[config.mk]
export PLATFORM = sky130hd
export DESIGN_NAME = selective_repeat_receive_window
export DESIGN_NICKNAME = d
export VERILOG_FILES = /design/src/hw/rtl/srw_pkg.sv /design/src/hw/rtl/srw_ctrl.sv /design/src/hw/rtl/srw_dp.sv /design/src/hw/rtl/selective_repeat_receive_window.sv
export SDC_FILE = /design/constraint.sdc
export NUM_CORES = 1
export LEC_CHECK = 0
export CORE_UTILIZATION = 50
export CTS_CLUSTER_SIZE = 30
export DETAILED_ROUTE_END_ITERATION = 8
export DONT_BUFFER_PORTS = 1
export MAX_ROUTING_LAYER = met4
export PLACE_DENSITY = 0.69
export SLEW_MARGIN = 20
export SYNTH_ARGS = -nofsm -noshare
export SYNTH_HDL_FRONTEND = slang
export SYNTH_SLANG_ARGS = --single-unit
[constraint.sdc]
create_clock -name clk -period 6.9 [get_ports clk]
set_clock_uncertainty 0.1 [all_clocks]
set_input_delay 0.345 -clock clk [delete_from_list [all_inputs] [get_ports clk]]
set_output_delay 0.345 -clock clk [all_outputs]
set_load 0.02 [all_outputs]
[src/hw/rtl/srw_pkg.sv]
// Shared types and constants for the selective-repeat receive window.
// Used by the controller, the datapath and the top level.
package srw_pkg;

  localparam int MAX_WINDOW = 32;
  localparam int SEQ_W      = 32;
  localparam int LEN_W      = 10;
  localparam int WIN_W      = 6;
  localparam int MAP_W      = 32;
  localparam int IDX_W      = $clog2(MAP_W);
  localparam int IN_W       = 48;  // seq + len, padded to whole bytes
  localparam int OUT_W      = 64;  // ack_base + selective_acks
  localparam int USER_W     = 2;   // accepted, complete

  localparam logic [LEN_W-1:0] FULL_PAYLOAD = LEN_W'(1000);
  localparam logic [WIN_W-1:0] WINDOW_RESET = WIN_W'(8);
  localparam logic [WIN_W-1:0] WINDOW_MIN   = WIN_W'(1);
  localparam logic [WIN_W-1:0] WINDOW_MAX   = WIN_W'(MAX_WINDOW);

  typedef enum logic [1:0] {
    ST_IDLE,
    ST_EVAL,
    ST_ADVANCE,
    ST_EMIT
  } srw_state_t;

  typedef struct packed {
    logic load_in;   // capture an accepted segment
    logic eval;      // window test, final mark, bitmap set
    logic step;      // advance base by one and shift bitmap
    logic load_out;  // move the ack into the output register
  } srw_cmd_t;

  typedef struct packed {
    logic base_hit;  // segment is the one at the window base
    logic more;      // next base already received
  } srw_sts_t;

endpackage

[src/hw/rtl/srw_ctrl.sv]
// Controller state machine for the selective-repeat receive window.
// Depends on srw_pkg; drives the datapath through srw_cmd_t.
module srw_ctrl
  import srw_pkg::*;
(
  input  logic     clk,
  input  logic     rst,
  input  logic     s_tvalid,
  output logic     s_tready,
  output logic     m_tvalid,
  input  logic     m_tready,
  input  srw_sts_t sts,
  output srw_cmd_t cmd
);

  srw_state_t state, state_next;
  logic       out_full;

  always_ff @(posedge clk) begin
    if (rst) begin
      state <= ST_IDLE;
    end else begin
      state <= state_next;
    end
  end

  always_comb begin
    state_next = state;
    cmd        = '0;
    s_tready   = 1'b0;
    unique case (state)
      ST_IDLE: begin
        s_tready = 1'b1;
        if (s_tvalid) begin
          cmd.load_in = 1'b1;
          state_next  = ST_EVAL;
        end
      end
      ST_EVAL: begin
        cmd.eval   = 1'b1;
        state_next = sts.base_hit ? ST_ADVANCE : ST_EMIT;
      end
      ST_ADVANCE: begin
        // keep stepping while the new base was already received
        cmd.step = 1'b1;
        if (!sts.more) begin
          state_next = ST_EMIT;
        end
      end
      ST_EMIT: begin
        if (!out_full || m_tready) begin
          cmd.load_out = 1'b1;
          state_next   = ST_IDLE;
        end
      end
      default: state_next = ST_IDLE;
    endcase
  end

  always_ff @(posedge clk) begin
    if (rst) begin
      out_full <= 1'b0;
    end else if (cmd.load_out) begin
      out_full <= 1'b1;
    end else if (m_tready) begin
      out_full <= 1'b0;
    end
  end

  assign m_tvalid = out_full;

endmodule

[src/hw/rtl/srw_dp.sv]
// Datapath for the selective-repeat receive window: window state,
// bitmap, last-segment tracking and the output register. Depends on srw_pkg.
module srw_dp
  import srw_pkg::*;
(
  input  logic              clk,
  input  logic              rst,
  input  logic              cfg_valid,
  input  logic [WIN_W-1:0]  cfg_data,
  input  logic [IN_W-1:0]   s_tdata,
  input  srw_cmd_t          cmd,
  output srw_sts_t          sts,
  output logic [OUT_W-1:0]  m_tdata,
  output logic [USER_W-1:0] m_tuser
);

  logic [WIN_W-1:0]  window_size;
  logic [SEQ_W-1:0]  win_base;
  logic [MAP_W-1:0]  received_map;
  logic [SEQ_W-1:0]  final_seq;
  logic              final_known;
  logic              accepted;

  logic [SEQ_W-1:0]  seq;
  logic [LEN_W-1:0]  len;

  logic [WIN_W-1:0]  eff_window;
  logic [SEQ_W-1:0]  offset;
  logic [SEQ_W-1:0]  offset_m1;
  logic              in_window;
  logic              complete;

  // clamp the window register into 1..MAX_WINDOW
  always_comb begin
    if (window_size < WINDOW_MIN) begin
      eff_window = WINDOW_MIN;
    end else if (window_size > WINDOW_MAX) begin
      eff_window = WINDOW_MAX;
    end else begin
      eff_window = window_size;
    end
  end

  assign offset    = seq - win_base;
  assign offset_m1 = offset - SEQ_W'(1);
  assign in_window = offset < {{(SEQ_W-WIN_W){1'b0}}, eff_window};
  assign complete  = final_known && (win_base > final_seq);

  assign sts.base_hit = in_window && (offset == '0);
  assign sts.more     = received_map[0];

  always_ff @(posedge clk) begin
    if (rst) begin
      window_size <= WINDOW_RESET;
    end else if (cfg_valid) begin
      window_size <= cfg_data;
    end
  end

  always_ff @(posedge clk) begin
    if (cmd.load_in) begin
      seq <= s_tdata[SEQ_W-1:0];
      len <= s_tdata[SEQ_W+LEN_W-1:SEQ_W];
    end
  end

  always_ff @(posedge clk) begin
    if (rst) begin
      win_base     <= '0;
      received_map <= '0;
      final_seq    <= '0;
      final_known  <= 1'b0;
      accepted     <= 1'b0;
    end else if (cmd.eval) begin
      if (len < FULL_PAYLOAD) begin
        final_seq   <= seq;
        final_known <= 1'b1;
      end
      accepted <= in_window;
      if (in_window && (offset != '0)) begin
        received_map <= received_map | (MAP_W'(1) << offset_m1[IDX_W-1:0]);
      end
    end else if (cmd.step) begin
      win_base     <= win_base + SEQ_W'(1);
      received_map <= received_map >> 1;
    end
  end

  always_ff @(posedge clk) begin
    if (cmd.load_out) begin
      m_tdata <= {received_map, win_base};
      m_tuser <= {complete, accepted};
    end
  end

endmodule

[src/hw/rtl/selective_repeat_receive_window.sv]
// Top level of the selective-repeat receive window.
// Depends on srw_pkg, srw_ctrl and srw_dp.
//   Slave side: one beat per arriving segment. s_tdata[31:0] is the
//   sequence number, s_tdata[41:32] the payload length (below 1000 marks
//   the last segment), s_tdata[47:42] zero.
//   Master side: one ack beat per segment. m_tdata[31:0] is the window
//   base, m_tdata[63:32] the selective-ack bitmap (bit 0 = base + 1);
//   m_tuser[0] says the segment was accepted, m_tuser[1] that the transfer
//   is complete.
//   Config: a cfg_valid/cfg_ready beat writes the 6-bit window size
//   (0 acts as 1, above 32 acts as 32). Write it only while idle.
// Timing: one segment at a time. An out-of-window segment or one above the
//   base goes from accept through EVAL to EMIT, where the ack is loaded.
//   A segment at the base passes through ADVANCE, which walks the base
//   forward one position a cycle through the run of received segments,
//   before EMIT. EMIT waits while a stalled ack holds the output register.
// Reset: rst clears base, bitmap and last-segment state, sets the window
//   to 8 and drops m_tvalid. A stalled master side holds its beat; the
//   block still accepts the next segment and parks its ack until the
//   register frees up.
module selective_repeat_receive_window
  import srw_pkg::*;
(
  input  logic              clk,
  input  logic              rst,
  input  logic              cfg_valid,
  output logic              cfg_ready,
  input  logic [WIN_W-1:0]  cfg_data,   // window_size
  input  logic              s_tvalid,
  output logic              s_tready,
  input  logic [IN_W-1:0]   s_tdata,    // segment_seq, payload_bytes, pad
  output logic              m_tvalid,
  input  logic              m_tready,
  output logic [OUT_W-1:0]  m_tdata,    // ack_base, sack_map
  output logic [USER_W-1:0] m_tuser     // accepted, complete
);

  srw_cmd_t cmd;
  srw_sts_t sts;

  // config register is always writable
  assign cfg_ready = 1'b1;

  srw_ctrl u_ctrl (
    .clk      (clk),
    .rst      (rst),
    .s_tvalid (s_tvalid),
    .s_tready (s_tready),
    .m_tvalid (m_tvalid),
    .m_tready (m_tready),
    .sts      (sts),
    .cmd      (cmd)
  );

  srw_dp u_dp (
    .clk       (clk),
    .rst       (rst),
    .cfg_valid (cfg_valid),
    .cfg_data  (cfg_data),
    .s_tdata   (s_tdata),
    .cmd       (cmd),
    .sts       (sts),
    .m_tdata   (m_tdata),
    .m_tuser   (m_tuser)
  );

endmodule

==> results of run 1 <==
## layout make-up
type / instances / area share (%)
inverter: 78 / 2.33
sequential: 212 / 42.1
multi-input combinational: 857 / 42.5
timing repair buffer: 56 / 4.57
clock buffer: 34 / 5.14
tap: 280 / 2.78
clock inverter: 8 / 0.596
## power by group
part	switching, mW	total, mW	internal, mW	leakage [nW]
clock	0.490	1.18	0.688	0.353
combinational	0.966	1.49	0.521	2.38
sequential	0.182	1.75	1.57	1.86
## path summary, 6_finish.rpt
| path | depth (start not counted) | slack, ns | end |
|---|---|---|---|
| max | 15 | 2.25 | u_dp.received_map[30] |
| min | 3 | 0.04 | u_ctrl.m_tvalid |
| max reg2reg | 15 | 2.25 | u_dp.received_map[30] |
| min reg2reg | 2 | 0.35 | u_dp.final_seq[6] |
## metrics by stage
step | instance area [sq um] | power, mW
floorplan | 11200 | 2.84
global placement | 11300 | 3.18
detailed placement | 11300 | 3.21
CTS | 12600 | 4.43
global route | 12600 | 4.69
finish | 12600 | 4.42
## cells by family (layout without fill, tap and decap cells)
logic type      after synthesis  count (layout)  synth area share (%)
simple gates                427             427                  17.5
compound gates              308             308                  18.0
flops                       212             212                  47.5
buf+inv                     132             176                  4.76
fa+ha+maj                    74              74                  8.37
xor+xnor                     37              37                  2.91
mux                          10              10                 0.920
other cells                   1               1                0.0336
## flip-flops by register name, summed over array words and instances, names as in the netlist, 2 cells and up
signal / flops
u_dp.m_tdata: 64
u_dp.final_seq: 32
u_dp.received_map: 32
u_dp.seq: 32
u_dp.win_base: 32
u_dp.len: 7
u_dp.window_size: 6
u_ctrl.state: 2
u_dp.m_tuser: 2
## worst max-delay path, delay by kind of cell (launching register included)
family	cells	cell delay, ns
DFF	1	0.44
buffers and inverters	2	0.36
and+or+nand+nor	5	1.41
xor gates and xnor gates	1	0.46
adders and majority gates	2	0.55
AOI/OAI and AO/OA	5	1.20
## layer usage
metal,global-route usage [%],vias up,wire length [microns]
met5,-,-,0
li1,-,4318,-
met3,2.92,45,1240
met4,6.45,0,582
met2,39.5,197,12700
met1,31.0,4004,12000
## repair_timing
item / CTS / global route
setup endpoints to repair: 0 / 0
hold endpoints to repair: 146 / 0
hold buffers: 52 / 0
## placed cells by master (no fill, tap or decap), types with 28 or more instances in the layout
cell | synthesis | routed
o21ai_0 | 88 | 88
xnor2_1 | 30 | 30
nor2_1 | 173 | 172
ha_1 | 73 | 73
a21oi_2 | 29 | 29
nand4_1 | 28 | 28
nand2_1 | 121 | 121
dfxtp_1 | 107 | 107
a21oi_1 | 78 | 78
edfxtp_1 | 105 | 105
dlygate4sd3_1 | 0 | 51
inv_1 | 78 | 78
==> results.md, run 1 <==
- Die Span Y: 151 microns
- Multi-input gate area: 5360 sq um
- Clk Tree Root Cell: clkbuf_16
- Number of synthesized register bits: 212
- WHS: 0.0375 ns
- Critical path type: flop to flop
- Pre-CTS setup slack: 2.21 ns
- DR DRC count: 0
- Area growth syn-to-layout: 12.9%
- Top_reg_cell synth: dfxtp_1
- DR WL/cell: 17.4 microns
- Final Wtd Congestion: 0.900
- RSZ-0062 raised after global routing: false
- Dpl hpwl: 18200 microns
- Clock buffer count from CTS: 23
- Synth area leaders: edfxtp_1, dfxtp_1, ha_1
- Final worst slack: 2.25 ns
- Die Width: 151 microns
- Worst Hold Launch: m_tready
- Setup repair bufs after CTS: 0
- PwrDens: about 350 nW/um^2
- H-tree Lvls: 1
- CP cell instances: inv_1 -> ha_1 -> nor2b_1 -> o21a_1 -> nor2_1 -> xor2_1 -> inv_1 -> ha_1 -> a211oi_1 -> a21oi_1 -> a2111oi_0 -> nand4_1 -> nor4_4 -> nand4_4 -> a21oi_1
- Fin nets: 1361
- Synth unique cells: 76
- Achievable frequency: 215 MHz
- Initial antenna violation count: 0
- Die area: about 23000 sq um
- Fillers: 1961
- Avg Inst Size Synth: a little over 9 sq um
- Max Transition Viols Final: 0
- Crit. End Element: flop
- Min Tclk post-route: 4.65 ns
- Synth warnings: 0
- Sequential share of the synthesized area: a little under half
- Worst Path Arrival: 4.99 ns
- Reg clk slew, reported paths: 0.06 ns
- Cell taking the most area after synthesis: edfxtp_1
- Synthesized cell area: between 10000 and 15000 sq um
- Synthesized net count: 1334
- Cell count after synthesis: 1201
- Setup_tns: 0 ns
- Number of flops mapped to enable cells by yosys: ~110
- DRT Wirelength: 26500 microns
- Worst Path Required: slightly above 7 ns
- Max Cap Violations: 0
- Top cell types by occurrence after synthesis: nor2_1, nand2_1, dfxtp_1
- Post-synth ARST share: 0%
- CTS Buffer Depth: 3
- FF+latch area: 5300 sq um
- Largest net degree at the start of global routing: between 100 and 150
- CTS tree: done
- Hold Violations, Final: 0
- Top-count cell post-synth: nor2_1
- Layout cells sized above 1: 7.55%
- CTS sink count: 212
- Delay of the slowest critical-path stage: 0.67 ns
- Crit-path slowest cell: nand4_4
- ANT cells: 0
- Row count: 54
- Relative slew slack: 27.5%
- Status: finished, final reports clean
- Hold WC Path Type: primary input to flop
- Crit start category: flop
- Total track usage: 24.0%
- Worst-margin pin slew: 1.08 ns
- Peak supply drop: 0.298 mV
- Core area: between 20000 and 25000 sq um
- Vias per std cell: about 5.6
- Vias in the first global route: 8010
- IO Count: 128
- Setup crit start: u_dp.win_base[1]
- Gr ovfl total: 0
- Reg2reg start: u_dp.win_base[1]
- Worst skew pair latency: 0.52 ns
- First-pass GRT wire length: 41700 microns
- DR iter-0 viols: 409
- Share of the synthesized area in the top cell type: 28.3%
- I/O Buffers: 0
- Routed Antenna Nets: 0
- Via count: 8564
- Period utilization: 67.4%
- Critical-path maximum fanout: 32
- Fin cells: 1525
- DRT Pass-1 Iters: 7
- Final core occ: 57.7%
- DP Cell Count: 1430
- Pleak: 4.59 nW
- Resized cells post-CTS: 0
- Starting density of the core: 51.1%
- Final setup violating endpoints: 0
Power figures use the tool's default switching activity.
==> run 2: changes to the inputs <==
- ABC_AREA: unset -> 1
- PLACE_DENSITY: 0.69 -> 0.72
- clock period: 6.9 -> 4.07 ns (I/O delays scaled with it)
==> results.md, run 2 <==
- Critical-path maximum fanout: 25 (was 32)
- Pleak: 5.86 nW (was 4.59 nW)
- First-pass GRT wire length: 48600 microns (was 41700 microns)
- Total track usage: 26.5% (was 24.0%)
- DRT Pass-1 Iters: 5 (was 7)
- Fin nets: 1746 (was 1361)
- Core area: 22800 sq um (was 21800 sq um)
- ANT cells: 0 (unchanged)
- Final Wtd Congestion: 0.940 (was 0.900)
- Number of flops mapped to enable cells by yosys: 105 (unchanged)
- Hold Violations, Final: 0 (unchanged)
- Final setup violating endpoints: 0 (unchanged)
- Clk Tree Root Cell: clkbuf_16 (unchanged)
- CTS Buffer Depth: 3 (unchanged)
- Achievable frequency: 264 MHz (was 215 MHz)
- Routed Antenna Nets: 0 (unchanged)
- Initial antenna violation count: 0 (unchanged)
- Die Width: 155 microns (was 151 microns)
- Most frequent cells in the layout: nand2_1, inv_1, nor2_1 (was nor2_1, nand2_1, dfxtp_1)
- Max Transition Viols Final: 0 (unchanged)
- IO Count: 128 (unchanged)
- Cell taking the most area after synthesis: edfxtp_1 (unchanged)
- Pre-CTS setup slack: 0.219 ns (was 2.21 ns)
- Vias in the first global route: 9218 (was 8010)
- Setup_tns: 0 ns (unchanged)
- Status: finished, final reports clean (unchanged)
- H-tree Lvls: 1 (unchanged)
- Post-synth ARST share: 0% (unchanged)
- Synth unique cells: 52 (was 76)
- Final core occ: 58.9% (was 57.7%)
- Synthesized net count: 1688 (was 1334)
- Starting density of the core: 51.5% (was 51.1%)
- Final worst slack: 0.287 ns (was 2.25 ns)
- CTS tree: done (unchanged)
- Reg clk slew, reported paths: 0.06 ns (about the same)
- Crit-path slowest cell: dfxtp_1 (was nand4_4)
- Peak supply drop: 0.393 mV (was 0.298 mV)
- RSZ-0062 raised after global routing: false (unchanged)
- Dpl hpwl: 23000 microns (was 18200 microns)
- CTS sink count: 212 (unchanged)
- DR iter-0 viols: 758 (was 409)
- CP cell instances: ha_1 -> inv_1 -> fa_1 -> nand3_1 -> nand3_1 -> xnor2_1 -> inv_2 -> ha_1 -> a21oi_1 -> nand3_1 -> nor2_1 -> nand3_1 -> nor2_1 -> nand3_1 -> nor2_4 -> nand3_4 -> nand2_4 -> nor2_1 -> nor2_1 (was inv_1 -> ha_1 -> nor2b_1 -> o21a_1 -> nor2_1 -> xor2_1 -> inv_1 -> ha_1 -> a211oi_1 -> a21oi_1 -> a2111oi_0 -> nand4_1 -> nor4_4 -> nand4_4 -> a21oi_1)
- Share of the synthesized area in the top cell type: 26.8% (was 28.3%)
- Delay of the slowest critical-path stage: 0.45 ns (was 0.67 ns)
- Commonest non-fill, non-tap cell in the layout: nand2_1 (was nor2_1)
- Area growth syn-to-layout: 14.3% (was 12.9%)
- Synth warnings: 0 (unchanged)
- Die Span Y: 155 microns (was 151 microns)
- Avg Inst Size Synth: 7.57 sq um (was 9.29 sq um)
- Top_reg_cell synth: dfxtp_1 (unchanged)
- Max Cap Violations: 0 (unchanged)
- Top-count cell post-synth: nand2_1 (was nor2_1)
- Post-route cell area: 13500 sq um (was 12600 sq um)
- DR DRC count: 0 (unchanged)
- Worst-margin pin slew: 0.903 ns (was 1.08 ns)
- Worst skew pair latency: 0.54 ns (was 0.52 ns)
- Relative slew slack: 39.6% (was 27.5%)
- Number of synthesized register bits: 212 (unchanged)
- Worst Path Arrival: 4.13 ns (was 4.99 ns)
- Cell count after synthesis: 1555 (was 1201)
- Hold WC Path Type: primary input to flop (unchanged)
- I/O Buffers: 0 (unchanged)
- Min Tclk post-route: 3.78 ns (was 4.65 ns)
- Crit. End Element: flop (unchanged)
- Largest net degree at the start of global routing: 64 (was 109)
- DR WL/cell: 16.0 microns (was 17.4 microns)
- Area of placed instances: 12100 sq um (was 11300 sq um)
- Top cell types by occurrence after synthesis: nand2_1, inv_1, nor2_1 (was nor2_1, nand2_1, dfxtp_1)
- Gr ovfl total: 0 (unchanged)
- Synthesized cell area: 11800 sq um (was 11200 sq um)
- Reg with most FFs: u_dp.m_tdata (unchanged)
- Worst Path Required: 4.42 ns (was 7.24 ns)
- Period utilization: 93.0% (was 67.4%)
- Critical path type: flop to flop (unchanged)
- Most frequent CP cell: nand3_1
- Vias per std cell: 5.23 (was 5.62)
- DRT Wirelength: 31100 microns (was 26500 microns)
- Layout cells sized above 1: 4.72% (was 7.55%)
- Crit start category: flop (unchanged)
- Die area: 24200 sq um (was 22900 sq um)
- Max reg flops: 64 (unchanged)
- Clock buffer count from CTS: 24 (was 23)
- Sequential share of the synthesized area: 45.0% (was 47.5%)
- Row count: 55 (was 54)
- PwrDens: 612 nW/um^2 (was 351 nW/um^2)
- Synth area leaders: edfxtp_1, dfxtp_1, nand2_1 (was edfxtp_1, dfxtp_1, ha_1)
- Via count: 10.2k (was 8564)
-- run 2: cell types whose count changed after synthesis, sizes merged, moves of 11 or more --
cell and change:
clkbuf -17, xnor2 -26, nand3 +49, o21ai -21
nand4 -11, nand2 +281, or3 -11, inv +181
nor2 +26, nor3 +14, a21oi +11, a21o -26
nor2b -12
-- run 2: routing by layer --
metal | GRT usage (%) | wire (microns) | up-vias | share of wire, %
met4 | 6.58 | 721 | 0 | 2.3
li1 | - | - | 5144 | -
met3 | 2.79 | 1720 | 48 | 5.5
met2 | 43.5 | 14700 | 325 | 47
met5 | - | 0 | - | 0
met1 | 35.1 | 13900 | 4645 | 45
-- run 2: final timing paths --
| check | depth (start not counted) | start | slack, ns | to |
|---|---|---|---|---|
| worst min-delay path | 2 | m_tready | 0.07 | u_dp.m_tdata[63] |
| worst min register to register | 0 | u_dp.received_map[28] | 0.34 | u_dp.m_tdata[60] |
| worst max register to register | 19 | u_dp.win_base[0] | 0.29 | u_dp.received_map[5] |
| worst max-delay path | 19 | u_dp.win_base[0] | 0.29 | u_dp.received_map[5] |
-- run 2: logic make-up after synthesis --
logic type / count (synthesis) / synth area share (%)
buffers and inverters: 293 / 9.78
XOR/XNOR: 8 / 0.595
adder cells (fa/ha/maj): 74 / 7.93
flip-flops: 212 / 45.0
other: 1 / 0.0319
AND/OR/NAND/NOR: 742 / 26.4
AO/OA/AOI/OAI: 225 / 10.3
-- run 2: area by class of cell --
type | count | area, sq um
multi-input combinational | 1051 | 5370
inverter | 261 | 985
sequential | 212 | 5300
timing repair buffer | 63 | 618
clock buffer | 31 | 627
clock inverter | 13 | 179
fill | 2130 | 9390
tap | 313 | 392
-- run 2: timing repair --
item,in CTS,in global routing
buffers inserted,0,0
hold buffers,53,0
endpoints found under the setup margin,0,32
resized for setup,0,1
hold endpoints to repair,61,0
-- run 2: power breakdown --
| part | switching [mW] | internal (mW) | total, mW |
|---|---|---|---|
| clock | 0.875 | 1.35 | 2.22 |
| sequential | 0.390 | 2.77 | 3.16 |
| combinational | 1.91 | 0.945 | 2.85 |
-- run 2: worst max-delay path: cells and delay by family, from the launching register on --
kind / cells / cell delay (ns)
XOR/XNOR: 1 / 0.30
AND/OR/NAND/NOR: 12 / 1.74
flip-flops: 1 / 0.45
AO/OA/AOI/OAI: 1 / 0.12
buffers and inverters: 2 / 0.15
adder cells (fa/ha/maj): 3 / 0.84
-- run 2: stage by stage --
step / power [mW] / hold slack [ns] / std cells
after floorplan: 5.23 / 0.183 / 1555
after global placement: 5.88 / 0.183 / 1846
after detailed placement: 5.96 / 0.184 / 1846
after CTS: 8.24 / 0.0662 / 1943
after global routing: 8.80 / 0.0903 / 1944
final: 8.24 / 0.0745 / 1944
